`config.mk`:
```
export PLATFORM = sky130hd
export DESIGN_NAME = bitfield_pixel_to_rgba8
export DESIGN_NICKNAME = d
export VERILOG_FILES = /design/src/hw/rtl/bfp2rgba_pkg.sv /design/src/hw/rtl/bitfield_pixel_to_rgba8.sv /design/src/hw/rtl/bfp2rgba_cfg.sv /design/src/hw/rtl/bfp2rgba_chan.sv
export VERILOG_INCLUDE_DIRS = /design/src /design/src/hw/rtl
export SDC_FILE = /design/constraint.sdc
export NUM_CORES = 2
export LEC_CHECK = 0
export ABC_CLOCK_PERIOD_IN_PS = 5530
export BUFFER_PORTS_ARGS = -buffer_cell sky130_fd_sc_hd__buf_2
export CAP_MARGIN = 20
export CORE_MARGIN = 4
export CORE_UTILIZATION = 35
export CTS_CLUSTER_SIZE = 40
export DETAILED_ROUTE_END_ITERATION = 7
export GPL_ROUTABILITY_DRIVEN = 1
export GPL_TIMING_DRIVEN = 1
export PLACE_DENSITY_LB_ADDON = 0.15
export SLEW_MARGIN = 0
export SYNTH_ARGS = -nofsm -noshare
export SYNTH_HDL_FRONTEND = slang
export SYNTH_SLANG_ARGS = --single-unit
```
`constraint.sdc`:
```
create_clock -name clk -period 5.53 [get_ports clk]
set_clock_uncertainty 0.05 [all_clocks]
set_input_delay 0.8295 -clock clk [delete_from_list [all_inputs] [get_ports clk]]
set_output_delay 0.8295 -clock clk [all_outputs]
set_load 0.05 [all_outputs]
```
`src/hw/rtl/bitfield_pixel_to_rgba8_assert.svh`:
```
// assertion macros for the pixel unpacker
`ifndef BITFIELD_PIXEL_TO_RGBA8_ASSERT_SVH
`define BITFIELD_PIXEL_TO_RGBA8_ASSERT_SVH

// condition holds in the same cycle
`define BFP_ASSERT_NOW(lbl, a, b) \
	lbl: assert property (@(posedge clk) disable iff (!arst_n) (a) |-> (b)) \
		else $error("bitfield_pixel_to_rgba8 check failed");

// condition holds after the antecedent (latency check)
`define BFP_ASSERT_LAT2(lbl, a, b) \
	lbl: assert property (@(posedge clk) disable iff (!arst_n) (a) |-> ##2 (b)) \
		else $error("bitfield_pixel_to_rgba8 latency check failed");

`endif

```
`src/hw/rtl/bfp2rgba_pkg.sv`:
```
`default_nettype none
package bfp2rgba_pkg;

	localparam int unsigned RegIdxW = 3;

	localparam logic [RegIdxW-1:0] REG_RED_MASK   = 3'd0;
	localparam logic [RegIdxW-1:0] REG_GREEN_MASK = 3'd1;
	localparam logic [RegIdxW-1:0] REG_BLUE_MASK  = 3'd2;
	localparam logic [RegIdxW-1:0] REG_ALPHA_MASK = 3'd3;
	localparam logic [RegIdxW-1:0] REG_BPP        = 3'd4;

	localparam logic [2:0] BPP_RESET = 3'd4;

	typedef struct packed {
		logic [31:0] emask;
		logic [4:0]  shift;
		logic [3:0]  size;
	} chan_prm_t;

	typedef struct packed {
		chan_prm_t red;
		chan_prm_t green;
		chan_prm_t blue;
		chan_prm_t alpha;
		logic      overlap;
	} cfg_prm_t;

	// nearest of c*255/(2^n-1), sizes 1 to 7 back to back
	localparam logic [7:0] WIDEN_TAB [254] = '{
		8'd0, 8'd255,
		8'd0, 8'd85, 8'd170, 8'd255,
		8'd0, 8'd36, 8'd73, 8'd109, 8'd146, 8'd182, 8'd219, 8'd255,
		8'd0, 8'd17, 8'd34, 8'd51, 8'd68, 8'd85, 8'd102, 8'd119,
		8'd136, 8'd153, 8'd170, 8'd187, 8'd204, 8'd221, 8'd238, 8'd255,
		8'd0, 8'd8, 8'd16, 8'd25, 8'd33, 8'd41, 8'd49, 8'd58,
		8'd66, 8'd74, 8'd82, 8'd90, 8'd99, 8'd107, 8'd115, 8'd123,
		8'd132, 8'd140, 8'd148, 8'd156, 8'd165, 8'd173, 8'd181, 8'd189,
		8'd197, 8'd206, 8'd214, 8'd222, 8'd230, 8'd239, 8'd247, 8'd255,
		8'd0, 8'd4, 8'd8, 8'd12, 8'd16, 8'd20, 8'd24, 8'd28,
		8'd32, 8'd36, 8'd40, 8'd45, 8'd49, 8'd53, 8'd57, 8'd61,
		8'd65, 8'd69, 8'd73, 8'd77, 8'd81, 8'd85, 8'd89, 8'd93,
		8'd97, 8'd101, 8'd105, 8'd109, 8'd113, 8'd117, 8'd121, 8'd125,
		8'd130, 8'd134, 8'd138, 8'd142, 8'd146, 8'd150, 8'd154, 8'd158,
		8'd162, 8'd166, 8'd170, 8'd174, 8'd178, 8'd182, 8'd186, 8'd190,
		8'd194, 8'd198, 8'd202, 8'd206, 8'd210, 8'd215, 8'd219, 8'd223,
		8'd227, 8'd231, 8'd235, 8'd239, 8'd243, 8'd247, 8'd251, 8'd255,
		8'd0, 8'd2, 8'd4, 8'd6, 8'd8, 8'd10, 8'd12, 8'd14,
		8'd16, 8'd18, 8'd20, 8'd22, 8'd24, 8'd26, 8'd28, 8'd30,
		8'd32, 8'd34, 8'd36, 8'd38, 8'd40, 8'd42, 8'd44, 8'd46,
		8'd48, 8'd50, 8'd52, 8'd54, 8'd56, 8'd58, 8'd60, 8'd62,
		8'd64, 8'd66, 8'd68, 8'd70, 8'd72, 8'd74, 8'd76, 8'd78,
		8'd80, 8'd82, 8'd84, 8'd86, 8'd88, 8'd90, 8'd92, 8'd94,
		8'd96, 8'd98, 8'd100, 8'd102, 8'd104, 8'd106, 8'd108, 8'd110,
		8'd112, 8'd114, 8'd116, 8'd118, 8'd120, 8'd122, 8'd124, 8'd126,
		8'd129, 8'd131, 8'd133, 8'd135, 8'd137, 8'd139, 8'd141, 8'd143,
		8'd145, 8'd147, 8'd149, 8'd151, 8'd153, 8'd155, 8'd157, 8'd159,
		8'd161, 8'd163, 8'd165, 8'd167, 8'd169, 8'd171, 8'd173, 8'd175,
		8'd177, 8'd179, 8'd181, 8'd183, 8'd185, 8'd187, 8'd189, 8'd191,
		8'd193, 8'd195, 8'd197, 8'd199, 8'd201, 8'd203, 8'd205, 8'd207,
		8'd209, 8'd211, 8'd213, 8'd215, 8'd217, 8'd219, 8'd221, 8'd223,
		8'd225, 8'd227, 8'd229, 8'd231, 8'd233, 8'd235, 8'd237, 8'd239,
		8'd241, 8'd243, 8'd245, 8'd247, 8'd249, 8'd251, 8'd253, 8'd255
	};

endpackage
`default_nettype wire

```
`src/hw/rtl/bitfield_pixel_to_rgba8.sv`:
```
// Bitfield pixel unpacker. One pixel word is taken per clock (busy never
// rises) and its red, green, blue and alpha bytes come out through the
// input register and the result register around the extract and widen
// logic, flagged by a one-cycle done pulse; the receiver has no way to
// stall, so it must take every result in the cycle that done is high.
// Register writes reach the decode setup through the mask registers and
// the derived setup register; masks that share a bit within the enabled
// pixel bytes raise masks_overlap and zero the channels.
`default_nettype none
module bitfield_pixel_to_rgba8 (
	input  wire logic                              clk,
	input  wire logic                              arst_n,
	input  wire logic                              wr_en,
	input  wire logic [bfp2rgba_pkg::RegIdxW-1:0] wr_index,
	input  wire logic [31:0]                       wr_data,
	input  wire logic                              start,
	output logic                                   busy,
	input  wire logic [31:0]                       pixel_word,
	output logic                                   done,
	output logic [7:0]                             red_out,
	output logic [7:0]                             green_out,
	output logic [7:0]                             blue_out,
	output logic [7:0]                             alpha_out,
	output logic                                   masks_overlap
);
	import bfp2rgba_pkg::*;

	`include "bitfield_pixel_to_rgba8_assert.svh"

	cfg_prm_t    prm;
	logic [31:0] pixel_s1;
	logic        valid_s1;
	logic [7:0]  red_v, green_v, blue_v, alpha_v;

	assign busy = 1'b0;

	bfp2rgba_cfg u_cfg (
		.clk      (clk),
		.arst_n   (arst_n),
		.wr_en    (wr_en),
		.wr_index (wr_index),
		.wr_data  (wr_data),
		.prm      (prm)
	);

	always_ff @(posedge clk or negedge arst_n) begin
		if (!arst_n) begin
			valid_s1 <= 1'b0;
		end else begin
			valid_s1 <= start && !busy;
		end
	end

	always_ff @(posedge clk) begin
		if (start && !busy) begin
			pixel_s1 <= pixel_word;
		end
	end

	bfp2rgba_chan u_red   (.pixel(pixel_s1), .prm(prm.red),   .value(red_v));
	bfp2rgba_chan u_green (.pixel(pixel_s1), .prm(prm.green), .value(green_v));
	bfp2rgba_chan u_blue  (.pixel(pixel_s1), .prm(prm.blue),  .value(blue_v));
	bfp2rgba_chan u_alpha (.pixel(pixel_s1), .prm(prm.alpha), .value(alpha_v));

	always_ff @(posedge clk or negedge arst_n) begin
		if (!arst_n) begin
			done <= 1'b0;
		end else begin
			done <= valid_s1;
		end
	end

	always_ff @(posedge clk) begin
		if (valid_s1) begin
			red_out       <= prm.overlap ? 8'd0 : red_v;
			green_out     <= prm.overlap ? 8'd0 : green_v;
			blue_out      <= prm.overlap ? 8'd0 : blue_v;
			alpha_out     <= prm.overlap ? 8'd0 : alpha_v;
			masks_overlap <= prm.overlap;
		end
	end

	`BFP_ASSERT_LAT2(a_start_to_done, start && !busy, done)
	`BFP_ASSERT_NOW(a_done_has_start, done, $past(start, 2))
	`BFP_ASSERT_NOW(a_overlap_zero, done && masks_overlap,
		red_out == 8'd0 && green_out == 8'd0 && blue_out == 8'd0 && alpha_out == 8'd0)

endmodule
`default_nettype wire

```
`src/hw/rtl/bfp2rgba_cfg.sv`:
```
`default_nettype none
module bfp2rgba_cfg (
	input  wire logic                              clk,
	input  wire logic                              arst_n,
	input  wire logic                              wr_en,
	input  wire logic [bfp2rgba_pkg::RegIdxW-1:0] wr_index,
	input  wire logic [31:0]                       wr_data,
	output bfp2rgba_pkg::cfg_prm_t                 prm
);
	import bfp2rgba_pkg::*;

	logic [31:0] red_mask_q;
	logic [31:0] green_mask_q;
	logic [31:0] blue_mask_q;
	logic [31:0] alpha_mask_q;
	logic [2:0]  bpp_q;
	logic [31:0] trim;
	logic [31:0] r_m, g_m, b_m, a_m;
	cfg_prm_t    prm_d;
	cfg_prm_t    prm_q;

	function automatic chan_prm_t derive(input logic [31:0] m);
		logic [4:0] lo;
		logic [4:0] hi;
		logic [5:0] span;
		chan_prm_t  p;
		lo = 5'd31;
		hi = 5'd0;
		for (int i = 31; i >= 0; i--) begin
			if (m[i]) lo = 5'(i);
		end
		for (int i = 0; i < 32; i++) begin
			if (m[i]) hi = 5'(i);
		end
		span = {1'b0, hi} - {1'b0, lo} + 6'd1;
		if (m == 32'd0) begin
			p.shift = 5'd0;
			p.size  = 4'd0;
		end else if (span > 6'd8) begin
			p.shift = hi - 5'd7;
			p.size  = 4'd8;
		end else begin
			p.shift = lo;
			p.size  = span[3:0];
		end
		p.emask = m & (32'hFF << p.shift);
		return p;
	endfunction

	always_ff @(posedge clk or negedge arst_n) begin
		if (!arst_n) begin
			red_mask_q   <= '0;
			green_mask_q <= '0;
			blue_mask_q  <= '0;
			alpha_mask_q <= '0;
			bpp_q        <= BPP_RESET;
		end else if (wr_en) begin
			case (wr_index)
				REG_RED_MASK:   red_mask_q   <= wr_data;
				REG_GREEN_MASK: green_mask_q <= wr_data;
				REG_BLUE_MASK:  blue_mask_q  <= wr_data;
				REG_ALPHA_MASK: alpha_mask_q <= wr_data;
				REG_BPP:        bpp_q        <= wr_data[2:0];
				default: ;
			endcase
		end
	end

	always_comb begin
		case (bpp_q)
			3'd0:    trim = 32'h0000_0000;
			3'd1:    trim = 32'h0000_00FF;
			3'd2:    trim = 32'h0000_FFFF;
			3'd3:    trim = 32'h00FF_FFFF;
			default: trim = 32'hFFFF_FFFF;
		endcase
		r_m = red_mask_q & trim;
		g_m = green_mask_q & trim;
		b_m = blue_mask_q & trim;
		a_m = alpha_mask_q & trim;
		prm_d.red     = derive(r_m);
		prm_d.green   = derive(g_m);
		prm_d.blue    = derive(b_m);
		prm_d.alpha   = derive(a_m);
		prm_d.overlap = ((r_m & g_m) | (r_m & b_m) | (r_m & a_m) |
			(g_m & b_m) | (g_m & a_m) | (b_m & a_m)) != 32'd0;
	end

	// derived channel setup, registered after the mask registers
	always_ff @(posedge clk or negedge arst_n) begin
		if (!arst_n) begin
			prm_q <= '0;
		end else begin
			prm_q <= prm_d;
		end
	end

	assign prm = prm_q;

endmodule
`default_nettype wire

```
`src/hw/rtl/bfp2rgba_chan.sv`:
```
`default_nettype none
module bfp2rgba_chan (
	input  wire logic [31:0]            pixel,
	input  wire bfp2rgba_pkg::chan_prm_t prm,
	output logic [7:0]                  value
);
	import bfp2rgba_pkg::*;

	logic [7:0] raw;
	logic [7:0] idx;

	always_comb begin
		raw = 8'((pixel & prm.emask) >> prm.shift);
		idx = (8'd1 << prm.size[2:0]) - 8'd2 + raw;
		case (prm.size)
			4'd0:    value = 8'd0;
			4'd8:    value = raw;
			default: value = WIDEN_TAB[idx];
		endcase
	end

endmodule
`default_nettype wire

```
==> flow_metrics.env <==
export IMPL_outcome="completed"
export IMPL_synth_xor_area_share_pct=2.40
export IMPL_antenna_cells=0
export IMPL_r2r_start="u_cfg.bpp_q[2]"
export IMPL_wl_per_cell_um=25.3
export IMPL_grt_overflow_total=0
export IMPL_ys_seq_elements=363
export IMPL_final_cell_area_mm2=0.0333
export IMPL_synth_area_leaders="dfrtp_1 (26%), edfxtp_1 (6.8%), o21ai_0 (5.5%)"
export IMPL_rr_worst_depth=21
export IMPL_ioPinCount=106
export IMPL_port_buffers=104
export IMPL_drt_pass1_iterations=6
export IMPL_timing_fmax_ghz=0.187
export IMPL_area_delta_synth_final_pct=15.7
export IMPL_core_mm2=0.0811
export IMPL_vias_per_cell=6.08
export IMPL_drtIter0Drc=3254
export IMPL_numClockSinks=363
export IMPL_rows=104
export IMPL_crit_type="register to register"
export IMPL_grt_max_degree=103
export IMPL_worst_path_max_delay_cell="dfstp_2"
export IMPL_yosys_area_top_type="dfrtp_1"
export IMPL_cp_data_required_time_ns=5.94
export IMPL_cts_root_buf="clkbuf_16"
export IMPL_rsz0062_at_grt="false"
export IMPL_timing_final_crit_share_pct=96.5
export IMPL_vias=28100
export IMPL_crit_fanout=7
export IMPL_hold_viol=0
export IMPL_ys_types=116
export IMPL_slew_viol_final=0
export IMPL_slew_headroom_pct=31.3
export IMPL_crit_family="simple AND/OR/NAND/NOR gates"
export IMPL_r2r_end="u_cfg.prm[68]"
export IMPL_synth_edf_count=65
export IMPL_syn_area_mm2=0.0288
export IMPL_drc=0
export IMPL_synthAdderAreaFrac_pct=5.15
export IMPL_regToRegSetupSlack_ns=0.19
export IMPL_slowest_delay_ns=0.65
export IMPL_critical_path_buf_inv_count=5
export IMPL_cts_inserted_buffers=43
export IMPL_whs_ns=0.148
export IMPL_die_area_mm2=0.0869
export IMPL_worstPathArrival_ns=5.74
export IMPL_num_fill_cells=8241
export IMPL_antenna_found_initial=3
export IMPL_synth_area_per_cell_um2=8.48
export IMPL_postCtsHoldBufs=0
export IMPL_clock_latency_ns=0.61
export IMPL_path_cells="buf_12, inv_2, buf_4, or4b_1, and3_1, o221ai_1, a21o_1, ha_1, ha_1, inv_1, fa_1, nor2b_1, or4_1, and4_1, o21a_1, buf_4, nand4_1, nand3_1, and3_1, mux2i_1, nor2b_1"
export IMPL_synth_main_ff_cell="dfrtp_1"
export IMPL_ant_nets=0
export IMPL_synth_cells=3396
export IMPL_max_slew_worst_pin_slew_ns=1.03
export IMPL_chipHeight_um=295
export IMPL_start_kind="register"
export IMPL_clock_path_buffers=3
export IMPL_synth_compound_area_share_pct=23.0
export IMPL_cts_tree="built"
export IMPL_endpoint_kind="register"
export IMPL_yosysSeqAreaShare_pct=32.7
export IMPL_yosysWarnings=0
export IMPL_synthMuxAreaShare_pct=10.5
export IMPL_synth_top_area_share_pct=25.8
export IMPL_synthArstFlopShare_pct=82.1
export IMPL_dpl_hpwl_mm=91.0
export IMPL_maxCapViolations=0
export IMPL_routed_wl_mm=117
export IMPL_place_gp_congestion=0.975
export IMPL_nets=3713
export IMPL_grt_usage_pct=26.2
export IMPL_start_util_pct=35.5
export IMPL_min_period_ns=5.34
export IMPL_clkTransAtPathRegs_ns=0.07
export IMPL_synth_net_count=3579
export IMPL_die_w_um=295
export IMPL_htreeDepth=2
export IMPL_synth_simple_area_share_pct=20.4
export IMPL_drive_gt1_share_pct=19.9
export IMPL_grt_pass1_wl_mm=173
export IMPL_placed_cell_area_mm2=0.0314
export IMPL_setup_violations_final=0
export IMPL_grt_pass1_vias=25600
export IMPL_hold_path_class="primary input to asynchronous set/reset pin"
export IMPL_synth_top_family_by_area="compound AO/OA/AOI/OAI gates"
## kinds of logic (layout without fill, tap and decap cells)
kind of cell | Yosys count | count (layout)
adders and majority gates | 114 | 114
xor gates and xnor gates | 79 | 79
buffers and inverters | 427 | 596
other | 1 | 1
muxes | 236 | 236
DFF | 363 | 363
and+or+nand+nor | 1161 | 1161
AOI/OAI and AO/OA | 1015 | 1015
## cells in the final DEF, fill, tap and decap left out, drive strengths merged, types with 34 or more instances in the layout
cell type  synthesis  layout
nand3            156     156
mux2             124     124
a211oi            39      39
buf               62     367
a21oi            181     181
o211ai            60      60
and3              99      99
o31ai             43      43
o22ai             48      48
inv              145     153
nand3b            34      34
o21ai            325     325
nor2             247     247
edfxtp            65      65
nor2b             41      41
mux2i             72      72
mux4              40      40
xnor2             56      56
ha               104     104
a31oi             49      49
nor3              75      75
clkbuf           216      56
dfrtp            297     297
nand2            305     305
## Yosys cell counts (all sizes together) (20+ instances only)
master	instances
a211oi	39
a21o	24
a21oi	181
a31oi	49
and2	28
and3	99
buf	62
clkbuf	216
dfrtp	297
edfxtp	65
ha	104
inv	145
mux2	124
mux2i	72
mux4	40
nand2	305
nand2b	20
nand3	156
nand3b	34
nand4	20
nor2	247
nor2b	41
nor3	75
nor4	26
o211ai	60
o21ai	325
o221ai	21
o22ai	48
o31ai	43
or2	28
or3	22
xnor2	56
xor2	23
## routing by layer
layer	global-route usage, %	vias up	part of all wire, %
met5	0	-	0.011
met4	9.41	2	4.0
met3	4.66	209	9.3
met2	36.3	1463	40
met1	40.4	13600	47
li1	-	12900	-
## flip-flops by register name, summed over array words and instances (netlist names), 3 cells and up
| name | count |
|---|---|
| u_cfg.bpp_q | 3 |
| green_out | 8 |
| u_cfg.red_mask_q | 32 |
| u_cfg.alpha_mask_q | 32 |
| u_cfg.blue_mask_q | 32 |
| u_cfg.green_mask_q | 32 |
| pixel_s1 | 32 |
| blue_out | 8 |
| alpha_out | 8 |
| red_out | 8 |
| u_cfg.prm | 165 |
## cell type report
class	instances	area, µm²	area share, %
repair buffers	367	2680	8.05
multi-input cells	2606	17800	53.6
clock buffers	56	1220	3.65
well taps	1060	1330	3.98
clock inverters	24	270	0.811
flip-flops and latches	363	9410	28.2
inverters	149	566	1.70
## how the worst max path moves through the flow
stage                              start  cells after the start  slack, ns        endpoint
after floorplan             u_cfg.prm[5]                     20       0.19    alpha_out[4]
after global placement    u_cfg.bpp_q[2]                     22      -0.01  u_cfg.prm[153]
after detailed placement  u_cfg.bpp_q[2]                     19      -0.08  u_cfg.prm[143]
after CTS                 u_cfg.bpp_q[2]                     21       0.03  u_cfg.prm[153]
after global routing        pixel_s1[18]                     18      0.008      red_out[7]
final                     u_cfg.bpp_q[2]                     21       0.19   u_cfg.prm[68]
## repair_timing
action,in CTS,in global routing
pin swaps,0,1
endpoints found under the setup margin,6,120
cloned,0,0
resized for setup,3,26
setup buffers,0,31
## through the flow
stage	instances	setup slack (ns)	util, %	setup TNS, ns
finish	4625	0.194	41.1	0
detailed placement	4513	-0.0843	38.7	-0.137
global placement	4513	-0.00998	38.7	-0.00998
global route	4625	0.00826	41.1	0
CTS	4593	0.0312	40.6	0
floorplan	3396	0.192	-	0
Power is left out: the tool's default activity adds up to more than one toggle a clock period on the data nets, which glitch-free logic cannot reach.
